[src/rtl/mpel_ram.sv]
// generic single write port ram with registered read
`timescale 1ns / 1ps
module mpel_ram #(
   parameter int WIDTH = 8,
   parameter int DEPTH = 16
) (
   input  logic                     clock,
   input  logic                     wr_en,
   input  logic [$clog2(DEPTH)-1:0] wr_addr,
   input  logic [WIDTH-1:0]         wr_data,
   input  logic                     rd_en,
   input  logic [$clog2(DEPTH)-1:0] rd_addr,
   output logic [WIDTH-1:0]         rd_data
);

   logic [WIDTH-1:0] mem [DEPTH];

   // write port
   always_ff @(posedge clock) begin
      if (wr_en) begin
         mem[wr_addr] <= wr_data;
      end
   end

   // registered read port
   always_ff @(posedge clock) begin
      if (rd_en) begin
         rd_data <= mem[rd_addr];
      end
   end

endmodule

[config.mk]
export PLATFORM = sky130hd
export DESIGN_NAME = mpel_ram
export DESIGN_NICKNAME = d
export VERILOG_FILES = /design/src/rtl/mpel_ram.sv
export SDC_FILE = /design/constraint.sdc
export NUM_CORES = 1
export LEC_CHECK = 0
export ABC_AREA = 1
export BUFFER_PORTS_ARGS = -buffer_cell sky130_fd_sc_hd__buf_2
export CORE_MARGIN = 2
export CORE_UTILIZATION = 40
export DETAILED_ROUTE_END_ITERATION = 7
export HOLD_SLACK_MARGIN = 0.12
export PLACE_DENSITY = 0.55
export SYNTH_ARGS = -nofsm -noshare
export SYNTH_HDL_FRONTEND = slang
export SYNTH_SLANG_ARGS = --single-unit
[constraint.sdc]
create_clock -name clock -period 3.1 [get_ports clock]
set_input_delay 0.93 -clock clock [delete_from_list [all_inputs] [get_ports clock]]
set_output_delay 0.93 -clock clock [all_outputs]
set_load 0.01 [all_outputs]
After elaboration in Yosys (flattened, before gate mapping)
Memories as Yosys holds them, arrays and structs flattened. A register that Yosys moved wholly into a read port is not among the register bits.
Index checks and enable logic that the tools add are counted.
- mux-type cells: 2
- operator list (kind ; number):
    1-bit two-way mux ; 2
- register bits: 0
- bits in writable memories: 128
- bits of input ports: 19
- output and inout port bits: 8
- memories kept: 1
- memory list (memory ; words ; bits a word ; rd ports ; clocked after Yosys merged registers in ; wr ports ; line ; RTL):
    mem ; 16 ; 8 ; 1 ; 1 ; 1 ; 16 ; logic [WIDTH-1:0] mem [DEPTH];

Depth between registers and ports, before layout
Gate-level depths: netlist (run 1).
- depth after elaboration: 2
- gate-level depth with buffers: 8
- gate-level depth less buffers: 7

Least setup slack after synthesis (run 1)
OpenSTA, ideal clock, no wires.
- kind: in2reg
- start point: in wr_addr[2]
- end point: mem mem[10][0] (enable)
- library setup time: 370 ps
- arrival time: 1511 ps
- setup slack: 1219 ps
- cell stages on the path: 2
- buffers on the path: 0
- cell sequence: nand3b_1 -> nor2_1
- RTL lines (element ; line ; RTL):
    start: declaration ; 9 ; input logic [$clog2(DEPTH)-1:0] wr_addr,
    end: declaration ; 16 ;
Straight into the memory's write port.

Worst setup path after layout (run 1)
- start point: reg rd_data[6], read port of mem
- end point: out rd_data[6]
- RTL lines (element ; line ; RTL):
    start: declaration ; 13 ; output logic [WIDTH-1:0] rd_data
No word-level cell between the ends.

==> results of run 1 <==
[power breakdown]
group,internal (uW),switching (uW)
Sequential,2070,12.0
Combinational,71.7,180
Clock,1160,697
Total,3300,888
[sequential cells by signal, summed over array words and instances, names as in the netlist]
name and cells:
mem 128, rd_data 8
[cells in the final DEF (no fill, tap or decap)]
| cell | instances |
|---|---|
| sky130_fd_sc_hd__edfxtp_1 | 136 |
| sky130_fd_sc_hd__clkbuf_1 | 2 |
| sky130_fd_sc_hd__inv_2 | 2 |
| sky130_fd_sc_hd__bufinv_16 | 2 |
| sky130_fd_sc_hd__nand2_1 | 173 |
| sky130_fd_sc_hd__buf_12 | 2 |
| sky130_fd_sc_hd__clkinv_2 | 5 |
| sky130_fd_sc_hd__nor2_1 | 17 |
| sky130_fd_sc_hd__clkbuf_16 | 17 |
| sky130_fd_sc_hd__clkinv_1 | 5 |
| sky130_fd_sc_hd__buf_2 | 26 |
| sky130_fd_sc_hd__buf_4 | 14 |
| sky130_fd_sc_hd__nand3_1 | 97 |
| sky130_fd_sc_hd__inv_1 | 100 |
| sky130_fd_sc_hd__nand3b_1 | 2 |
| sky130_fd_sc_hd__clkinvlp_4 | 1 |
[cells in the mapped netlist (all sizes together)]
library cell | n | area (um2)
nand3b | 2 | 15.0
nand2 | 173 | 649
nand3 | 97 | 485
inv | 102 | 383
buf | 24 | 166
nor2 | 17 | 63.8
edfxtp | 136 | 4080
[routing by layer]
| metal | GRT usage | up-vias |
|---|---|---|
| li1 | - | 1855 |
| met1 | 0.242 | 1802 |
| met2 | 0.285 | 89 |
| met3 | 0.0430 | 22 |
| met4 | 0.0837 | 0 |
| met5 | 0 | - |
[worst paths after layout]
| kind | startpoint | end | slack (ns) | cells past startpoint |
|---|---|---|---|---|
| worst max register to register | mem[5][2] | rd_data[2] | 1.90 | 6 |
| worst min register to register | mem[10][7] | rd_data[7] | 0.74 | 6 |
| worst max-delay path | rd_data[6] | rd_data[6] | 1.15 | 1 |
| worst min-delay path | mem[10][7] | rd_data[7] | 0.74 | 6 |
[final cells by class]
cell class	instances	area, um2
Clock inverter	13	111
Clock buffer	19	433
Timing Repair Buffer	42	275
Fill cell	1377	7690
Inverter	102	383
Tap cell	184	230
Sequential cell	136	4080
Multi-Input combinational cell	289	1210
[cell families after synthesis]
logic type	Yosys count	share of synthesized area
and+or+nand+nor	289	0.208
DFF	136	0.698
buffers and inverters	126	0.0939
[metrics by stage]
| step | utilization | hold slack, ns | setup slack, ns | total power, uW | area, um2 |
|---|---|---|---|---|---|
| 6_report | 0.467 | 0.738 | 1.15 | 4190 | 6730 |
| 2_1_floorplan | - | 0.683 | 1.22 | 2270 | 5850 |
| 3_5_place_dp | 0.429 | 0.736 | 0.760 | 2380 | 6190 |
| 5_1_grt | 0.467 | 0.805 | 1.07 | 4340 | 6730 |
| 3_3_place_gp | 0.429 | 0.728 | 0.777 | 2370 | 6190 |
| 4_1_cts | 0.467 | 0.754 | 1.14 | 4230 | 6730 |
==> load_flow_metrics.sql, run 1 <==
INSERT INTO impl_metrics (metric_group, metric, value, unit) VALUES
('clocking', 'cts_sinks', '136', ''),
('pwr', 'power.ir.vdd_worst', '0.321', 'mV'),
('sta', 'max-slew-margin-rel', '0.464', ''),
('grt', 'largest_net_degree_at_the_start_of_global_routing', '65', ''),
('floorplan', 'core_area', '14400', 'um2'),
('clocking', 'clkLatencyLatePin', '0.42', 'ns'),
('pwr', 'pwr_density_cell', '623', 'nW/um2'),
('hold_path', 'class_of_the_tightest_hold_or_removal_check', 'reg -> reg', ''),
('critical_path', 'required', '2.17', 'ns'),
('synthesis', 'seq_total_area_yosys', '0.698', ''),
('detailed_routing', 'drtIter0Drc', '265', ''),
('sta', 'clock_skew', '0.00706', 'ns'),
('detailed_routing', 'dr_wl_met3', '693', 'um'),
('detailed_routing', 'dr_wl_met2', '6.23', 'mm'),
('synthesis', 'mappedNetlistNets', '570', ''),
('critical_path', 'crit_path_cell_trace', 'buf_2', ''),
('sta', 'grt_setup_unrepaired', 'no', ''),
('grt', 'overflow', '0', ''),
('final_layout', 'area.growth.synth_to_final', '15.1', '%'),
('critical_path', 'critPathBufInv', '1', ''),
('sta', 'report.final.hold_viol_count', '0', ''),
('clocking', 'cts_repair_resizes', '0', ''),
('sta', 'finalCritPeriodShare', '0.628', ''),
('detailed_routing', 'detail-route-antenna-nets', '0', ''),
('sta', 'post-route-min-period', '1.95', 'ns'),
('floorplan', 'dieWidth', '125', 'um'),
('critical_path', 'crit_path_end_kind', 'output port', ''),
('critical_path', 'max_stage_delay', '0.43', 'ns'),
('clocking', 'post_cts.repair.setup_buffers', '0', ''),
('synthesis', 'yosys_warnings', '0', ''),
('detailed_routing', 'route.detailed.drc', '0', ''),
('detailed_routing', 'routed_wire_length_per_instance', '16.9', 'um'),
('pwr', 'cellLeakagePower', '0.00289', 'uW'),
('synthesis', 'postSynthCellCount', '551', ''),
('floorplan', 'floorplan.initialDensity', '0.405', ''),
('clocking', 'cts_made_buffers', '17', ''),
('clocking', 'cts_tree', 'done', ''),
('floorplan', 'die_height', '125', 'um'),
('detailed_routing', 'postRouteWirelength', '13.3', 'mm'),
('final_layout', 'share_of_layout_cells_above_drive_strength_1', '0.115', ''),
('final_layout', 'num-nets-final', '607', ''),
('job', 'maximum_capacitance_violations', '0', ''),
('placement', 'hpwlAfterDp', '8.16', 'mm'),
('critical_path', 'cp.arrival', '1.02', 'ns'),
('synthesis', 'yosys.cell_types.count', '11', ''),
('detailed_routing', 'wl_met1', '6.00', 'mm'),
('detailed_routing', 'routed_via_density', '4.80', ''),
('grt', 'gr-usage-all-layers', '0.182', ''),
('placement', 'port-buffer-count', '26', ''),
('critical_path', 'critical-path-top-delay-family', 'flip-flops', ''),
('placement', 'gp_congestion', '0.802', ''),
('clocking', 'holdBufCountCts', '0', ''),
('detailed_routing', 'top_signal_layer_used', 'met4', ''),
('critical_path', 'worst_setup_path_start_kind', 'flop', ''),
('critical_path', 'cp_max_delay_cell', 'sky130_fd_sc_hd__edfxtp_1', ''),
('synthesis', 'synth-seq-cells', '136', ''),
('placement', 'cell_count_post_placement', '753', ''),
('grt', 'wire_length_of_the_first_global_routing_pass', '21.0', 'mm'),
('run_status', 'run_status', 'complete, no violations', ''),
('floorplan', 'io-pin-count', '27', ''),
('grt', 'grt_antenna_before_repair', '0', ''),
('floorplan', 'std_cell_rows', '44', ''),
('final_layout', 'layout.cells.non_filler', '785', ''),
('clocking', 'cts_root_buffer', 'sky130_fd_sc_hd__clkbuf_16', ''),
('floorplan', 'design.die.area', '15600', 'um2'),
('sta', 'slew_violations', '0', ''),
('synthesis', 'post_synth_instance_area', '5850', 'um2'),
('sta', 'timing.fmax', '0.513', 'GHz'),
('sta', 'tightest_slew', '0.801', 'ns'),
('clocking', 'htree_levels', '4', ''),
('clocking', 'clkTransAtPathRegs', '0.06', 'ns'),
('detailed_routing', 'first_pass_iters', '5', ''),
('sta', 'fin_tns_setup', '0', 'ns'),
('critical_path', 'worstSetupPathType', 'reg -> out', ''),
('detailed_routing', 'num_vias', '3768', ''),
('critical_path', 'crit_path_max_fanout', '1', ''),
('clocking', 'cts-root-to-sink-buffers', '2', ''),
('final_layout', 'diodes', '0', ''),
('sta', 'final-setup-viol-count', '0', ''),
('grt', 'number_of_global_route_vias_before_repair', '3722', ''),
('synthesis', 'syn_area_per_cell', '10.6', 'um2');
(Power assumes the default switching activity.)
==> inputs of run 2 (changes only) <==
PLACE_DENSITY = 0.57   (was 0.55)
clock period = 1.7 ns   (was 3.1 ns; I/O delays follow)
==> load_flow_metrics.sql, run 2 (same netlist as run 1, synthesis figures left out) <==
INSERT INTO impl_metrics (metric_group, metric, value, unit) VALUES
('run_status', 'run_status', 'complete, no violations', ''),
('sta', 'finalCritPeriodShare', '0.886', ''),
('sta', 'post-route-min-period', '1.51', 'ns'),
('detailed_routing', 'route.detailed.drc', '0', ''),
('final_layout', 'area.growth.synth_to_final', '16.9', '%'),
('critical_path', 'worstSetupPathType', 'reg -> out', ''),
('final_layout', 'num-nets-final', '617', ''),
('pwr', 'power_switching_share', '0.217', ''),
('clocking', 'htree_levels', '4', ''),
('critical_path', 'critical-path-top-delay-family', 'flip-flops', ''),
('detailed_routing', 'detail-route-antenna-nets', '0', ''),
('placement', 'hpwlAfterDp', '8.55', 'mm'),
('critical_path', 'required', '1.19', 'ns'),
('clocking', 'cts_made_buffers', '17', ''),
('final_layout', 'max_flop_register', 'mem', ''),
('grt', 'gr-usage-all-layers', '0.186', ''),
('hold_path', 'class_of_the_tightest_hold_or_removal_check', 'in -> reg', ''),
('clocking', 'cts_root_buffer', 'sky130_fd_sc_hd__clkbuf_16', ''),
('final_layout', 'final_design_area_no_fill', '6830', 'um2'),
('critical_path', 'worst_setup_path_start_kind', 'flop', ''),
('sta', 'fin_tns_setup', '0', 'ns'),
('pwr', 'seq_power_share', '0.492', ''),
('detailed_routing', 'first_pass_iters', '5', ''),
('critical_path', 'crit_path_cell_trace', 'buf_2', ''),
('floorplan', 'floorplan.initialDensity', '0.405', ''),
('sta', 'final-setup-viol-count', '0', ''),
('detailed_routing', 'dr_wl_met2', '6.40', 'mm'),
('sta', 'max-slew-margin-rel', '0.607', ''),
('clocking', 'cts_tree', 'done', ''),
('job', 'maximum_capacitance_violations', '0', ''),
('floorplan', 'std_cell_rows', '44', ''),
('detailed_routing', 'routed_wire_length_per_instance', '17.0', 'um'),
('final_layout', 'leading_cell_types_in_the_layout_fill_and_taps_excluded', 'sky130_fd_sc_hd__nand2_1 (173), sky130_fd_sc_hd__edfxtp_1 (136), sky130_fd_sc_hd__inv_1 (100)', ''),
('grt', 'overflow', '0', ''),
('clocking', 'cts_repair_resizes', '0', ''),
('final_layout', 'post-route-util', '0.474', ''),
('floorplan', 'die_height', '125', 'um'),
('sta', 'slew_violations', '0', ''),
('detailed_routing', 'postRouteWirelength', '13.5', 'mm'),
('clocking', 'post_cts.repair.setup_buffers', '0', ''),
('detailed_routing', 'top_signal_layer_used', 'met4', ''),
('pwr', 'pwr_density_cell', '1130', 'nW/um2'),
('placement', 'detailed_place.area', '6270', 'um2'),
('final_layout', 'flip_flop_count_of_the_largest_register_all_copies_and_words_added', '128', ''),
('floorplan', 'core_area', '14400', 'um2'),
('sta', 'post_route_hold_slack', '0.475', 'ns'),
('floorplan', 'io-pin-count', '27', ''),
('sta', 'clock_skew', '0.00474', 'ns'),
('detailed_routing', 'wl_met1', '5.97', 'mm'),
('detailed_routing', 'routed_via_density', '4.82', ''),
('clocking', 'clkTransAtPathRegs', '0.06', 'ns'),
('final_layout', 'layout_commonest_cell', 'sky130_fd_sc_hd__nand2_1', ''),
('sta', 'timing.fmax', '0.664', 'GHz'),
('clocking', 'cts-root-to-sink-buffers', '2', ''),
('sta', 'report.final.hold_viol_count', '0', ''),
('critical_path', 'crit_path_max_fanout', '1', ''),
('grt', 'grt_antenna_before_repair', '0', ''),
('detailed_routing', 'drtIter0Drc', '344', ''),
('pwr', 'power.share.combinational', '0.061', ''),
('critical_path', 'cp.arrival', '1.00', 'ns'),
('detailed_routing', 'num_vias', '3834', ''),
('detailed_routing', 'dr_wl_met3', '887', 'um'),
('placement', 'gp_congestion', '0.840', ''),
('placement', 'place_worst_setup_slack', '-0.0387', 'ns'),
('final_layout', 'largest_registers', 'mem (128), rd_data (8)', ''),
('clocking', 'cts_sinks', '136', ''),
('grt', 'largest_net_degree_at_the_start_of_global_routing', '38', ''),
('sta', 'tightest_slew', '0.588', 'ns'),
('final_layout', 'share_of_layout_cells_above_drive_strength_1', '0.134', ''),
('pwr', 'cellInternalPower', '6050', 'uW'),
('pwr', 'clkPwrFrac', '0.447', ''),
('sta', 'final_critical_path_setup_slack', '0.193', 'ns'),
('critical_path', 'critPathBufInv', '1', ''),
('sta', 'grt_setup_unrepaired', 'no', ''),
('pwr', 'power.ir.vdd_worst', '0.570', 'mV'),
('critical_path', 'max_stage_delay', '0.42', 'ns'),
('floorplan', 'design.die.area', '15600', 'um2'),
('critical_path', 'crit_path_end_kind', 'output port', ''),
('final_layout', 'fillCellCount', '1347', ''),
('pwr', 'cellLeakagePower', '0.00295', 'uW'),
('floorplan', 'dieWidth', '125', 'um'),
('grt', 'number_of_global_route_vias_before_repair', '3735', ''),
('grt', 'wire_length_of_the_first_global_routing_pass', '21.6', 'mm'),
('critical_path', 'cp_max_delay_cell', 'sky130_fd_sc_hd__edfxtp_1', ''),
('final_layout', 'diodes', '0', ''),
('clocking', 'clkLatencyLatePin', '0.41', 'ns'),
('clocking', 'holdBufCountCts', '0', ''),
('placement', 'port-buffer-count', '26', ''),
('pwr', 'switching_power', '1680', 'uW');
-- run 2: changes by cell type in the layout (fill, tap and decap cells not counted), sizes merged --
cell | before | now
buf | 42 | 52
clkbuf | 19 | 17
clkinvlp | 1 | 3
clkinv | 10 | 9
inv | 102 | 103
-- run 2: per-layer routing --
metal	vias to the layer above	GRT usage
met5	-	0
met4	0	0.0712
met3	18	0.0391
met2	144	0.290
met1	1796	0.258
li1	1876	-
-- run 2: power by group through the flow --
stage	clock network (uW)	registers (uW)	logic [uW]
floorplan	0	3870	265
global placement	0	3870	469
detailed placement	0	3870	474
CTS	3510	3800	476
global route	3660	3810	530
finish	3460	3800	471
-- run 2: area by class of cell --
class / count / area [um2] / area share
multi-input combinational: 289 / 1210 / 0.178
inverter: 102 / 383 / 0.0560
timing repair buffer: 52 / 363 / 0.0531
tap: 184 / 230 / 0.0337
clock buffer: 17 / 425 / 0.0622
sequential: 136 / 4080 / 0.598
clock inverter: 15 / 135 / 0.0198
-- run 2: worst paths after layout --
check | startpoint | endpoint | slack (ns) | cells after the start
worst min-delay path | rd_en | rd_data[2] | 0.48 | 1
worst max-delay path | rd_data[5] | rd_data[5] | 0.19 | 1
worst min register to register | mem[12][2] | rd_data[2] | 0.75 | 6
worst max register to register | mem[11][0] | rd_data[0] | 0.51 | 6
-- run 2: per-stage QoR --
| stage | total power [uW] | std cells |
|---|---|---|
| floorplan | 4140 | 551 |
| global placement | 4340 | 763 |
| detailed placement | 4340 | 763 |
| CTS | 7790 | 795 |
| global route | 8000 | 795 |
| finish | 7730 | 795 |
==> inputs of run 3 (changes only) <==
==> constraint.sdc (replaced) <==
create_clock -name clock -period 1.7 [get_ports clock]
set_input_delay 0.34 -clock clock [delete_from_list [all_inputs] [get_ports clock]]
set_output_delay 0.34 -clock clock [all_outputs]
set_load 0.01 [all_outputs]
==> load_flow_metrics.sql, run 3 (same netlist as run 1, synthesis figures left out) <==
INSERT INTO impl_metrics (metric_group, metric, value, unit) VALUES
('run_status', 'run_status', 'complete, no violations', ''),
('sta', 'tightest_slew', '0.618', 'ns'),
('sta', 'slew_violations', '0', ''),
('critical_path', 'worst_setup_path_start_kind', 'flop', ''),
('critical_path', 'required', '1.36', 'ns'),
('detailed_routing', 'routed_via_density', '4.90', ''),
('grt', 'overflow', '0', ''),
('detailed_routing', 'routed_wire_length_per_instance', '17.5', 'um'),
('detailed_routing', 'detail-route-antenna-nets', '0', ''),
('sta', 'max-slew-margin-rel', '0.588', ''),
('critical_path', 'crit_path_max_fanout', '1', ''),
('detailed_routing', 'drtIter0Drc', '499', ''),
('floorplan', 'std_cell_rows', '44', ''),
('final_layout', 'layout_commonest_cell', 'sky130_fd_sc_hd__nand2_1', ''),
('critical_path', 'worstSetupPathType', 'reg -> out', ''),
('critical_path', 'max_stage_delay', '0.42', 'ns'),
('critical_path', 'r2r_slack', '0.51', 'ns'),
('critical_path', 'timing.critical_path.depth', '1', ''),
('placement', 'hpwlAfterDp', '8.49', 'mm'),
('grt', 'largest_net_degree_at_the_start_of_global_routing', '39', ''),
('clocking', 'holdBufCountCts', '0', ''),
('sta', 'final_critical_path_setup_slack', '0.363', 'ns'),
('pwr', 'power.ir.vdd_worst', '0.648', 'mV'),
('critical_path', 'r2r.worst_path.cells', '6', ''),
('floorplan', 'floorplan.initialDensity', '0.405', ''),
('critical_path', 'worstReg2RegStart', 'mem[7][3]', ''),
('critical_path', 'critical-path-top-delay-family', 'flip-flops', ''),
('sta', 'fin_tns_setup', '0', 'ns'),
('critical_path', 'cp_max_delay_cell', 'sky130_fd_sc_hd__edfxtp_1', ''),
('final_layout', 'diodes', '0', ''),
('floorplan', 'die_height', '125', 'um'),
('detailed_routing', 'postRouteWirelength', '13.9', 'mm'),
('final_layout', 'max_flop_register', 'mem', ''),
('placement', 'detailed_place.area', '6270', 'um2'),
('critical_path', 'r2r_end', 'rd_data[3]', ''),
('grt', 'number_of_global_route_vias_before_repair', '3854', ''),
('placement', 'port-buffer-count', '26', ''),
('critical_path', 'crit_path_end_kind', 'output port', ''),
('clocking', 'clkLatencyLatePin', '0.41', 'ns'),
('pwr', 'cellLeakagePower', '0.00297', 'uW'),
('clocking', 'clkTransAtPathRegs', '0.06', 'ns'),
('pwr', 'power', '8060', 'uW'),
('floorplan', 'core_area', '14400', 'um2'),
('floorplan', 'dieWidth', '125', 'um'),
('clocking', 'cts_tree', 'done', ''),
('final_layout', 'largest_registers', 'mem (128), rd_data (8)', ''),
('critical_path', 'critPathBufInv', '1', ''),
('hold_path', 'hp-start', 'rd_en', ''),
('hold_path', 'class_of_the_tightest_hold_or_removal_check', 'in -> reg', ''),
('clocking', 'cts_sinks', '136', ''),
('critical_path', 'cp.arrival', '1.00', 'ns'),
('sta', 'grt_setup_unrepaired', 'no', ''),
('floorplan', 'design.die.area', '15600', 'um2'),
('job', 'maximum_capacitance_violations', '0', ''),
('clocking', 'cts-root-to-sink-buffers', '2', ''),
('clocking', 'cts_repair_resizes', '0', ''),
('grt', 'wire_length_of_the_first_global_routing_pass', '21.9', 'mm'),
('pwr', 'pwr_density_cell', '1170', 'nW/um2'),
('clocking', 'post_cts.repair.setup_buffers', '0', ''),
('final_layout', 'final_design_area_no_fill', '6880', 'um2'),
('sta', 'finalCritPeriodShare', '0.787', ''),
('grt', 'gr-usage-all-layers', '0.188', ''),
('hold_path', 'worst_hold_path.endpoint', 'rd_data[7]', ''),
('grt', 'grt_antenna_before_repair', '0', ''),
('critical_path', 'crit_path_cell_trace', 'buf_2', ''),
('final_layout', 'flip_flop_count_of_the_largest_register_all_copies_and_words_added', '128', ''),
('final_layout', 'num-nets-final', '615', ''),
('detailed_routing', 'first_pass_iters', '5', ''),
('sta', 'report.final.hold_viol_count', '0', ''),
('clocking', 'htree_levels', '4', ''),
('placement', 'place_worst_setup_slack', '0.113', 'ns'),
('placement', 'gp_congestion', '0.860', ''),
('floorplan', 'io-pin-count', '27', ''),
('final_layout', 'share_of_layout_cells_above_drive_strength_1', '0.135', ''),
('hold_path', 'min_delay_path_depth', '1', ''),
('final_layout', 'area.growth.synth_to_final', '17.7', '%'),
('sta', 'timing.fmax', '0.748', 'GHz'),
('final_layout', 'leading_cell_types_in_the_layout_fill_and_taps_excluded', 'sky130_fd_sc_hd__nand2_1 (173), sky130_fd_sc_hd__edfxtp_1 (136), sky130_fd_sc_hd__inv_1 (100)', ''),
('clocking', 'cts_made_buffers', '17', ''),
('clocking', 'cts_root_buffer', 'sky130_fd_sc_hd__clkbuf_16', ''),
('sta', 'post-route-min-period', '1.34', 'ns'),
('sta', 'clock_skew', '0.00439', 'ns'),
('final_layout', 'fillCellCount', '1318', ''),
('sta', 'final-setup-viol-count', '0', ''),
('detailed_routing', 'num_vias', '3887', ''),
('detailed_routing', 'route.detailed.drc', '0', '');
## run 3: changes by cell type in the layout (fill, tap and decap cells not counted), sizes merged
cell / change
clkinv: -1
bufinv: +2
inv: -1
buf: -2
## run 3: cell type report
type                    count  area (um2)  area share
flip-flops and latches    136        4080       0.594
multi-input cells         289        1210       0.176
clock buffers              17         425      0.0618
inverters                 102         383      0.0556
repair buffers             50         360      0.0524
well taps                 184         230      0.0335
clock inverters            15         184      0.0267
## run 3: power by group
group          total [uW]  internal [uW]  switching (uW)
combinational         476            144             332
sequential           3800           3780            22.9
clock                3780           2430            1350
total                8060           6350            1710
## run 3: how the worst max path moves through the flow
| stage | from | endpoint | slack [ns] |
|---|---|---|---|
| floorplan | wr_addr[2] | mem[10][0] | 0.41 |
| global placement | rd_addr[1] | rd_data[1] | 0.11 |
| detailed placement | rd_addr[1] | rd_data[1] | 0.11 |
| CTS | rd_data[1] | rd_data[1] | 0.31 |
| global route | rd_data[1] | rd_data[1] | 0.32 |
| finish | rd_data[1] | rd_data[1] | 0.36 |
## run 3: stage by stage
step,utilization,hold slack (ns),instances
global route,0.477,0.301,793
detailed placement,0.435,0.731,761
global placement,0.435,0.728,761
finish,0.477,0.314,793
CTS,0.477,0.300,793
floorplan,-,0.439,551
## run 3: metal layers
| layer | up-vias | track usage | wire [um] |
|---|---|---|---|
| met5 | - | 0 | 0 |
| met4 | 0 | 0.0856 | 373 |
| met3 | 20 | 0.0434 | 798 |
| met2 | 144 | 0.293 | 6510 |
| met1 | 1856 | 0.252 | 6220 |
| li1 | 1867 | - | - |
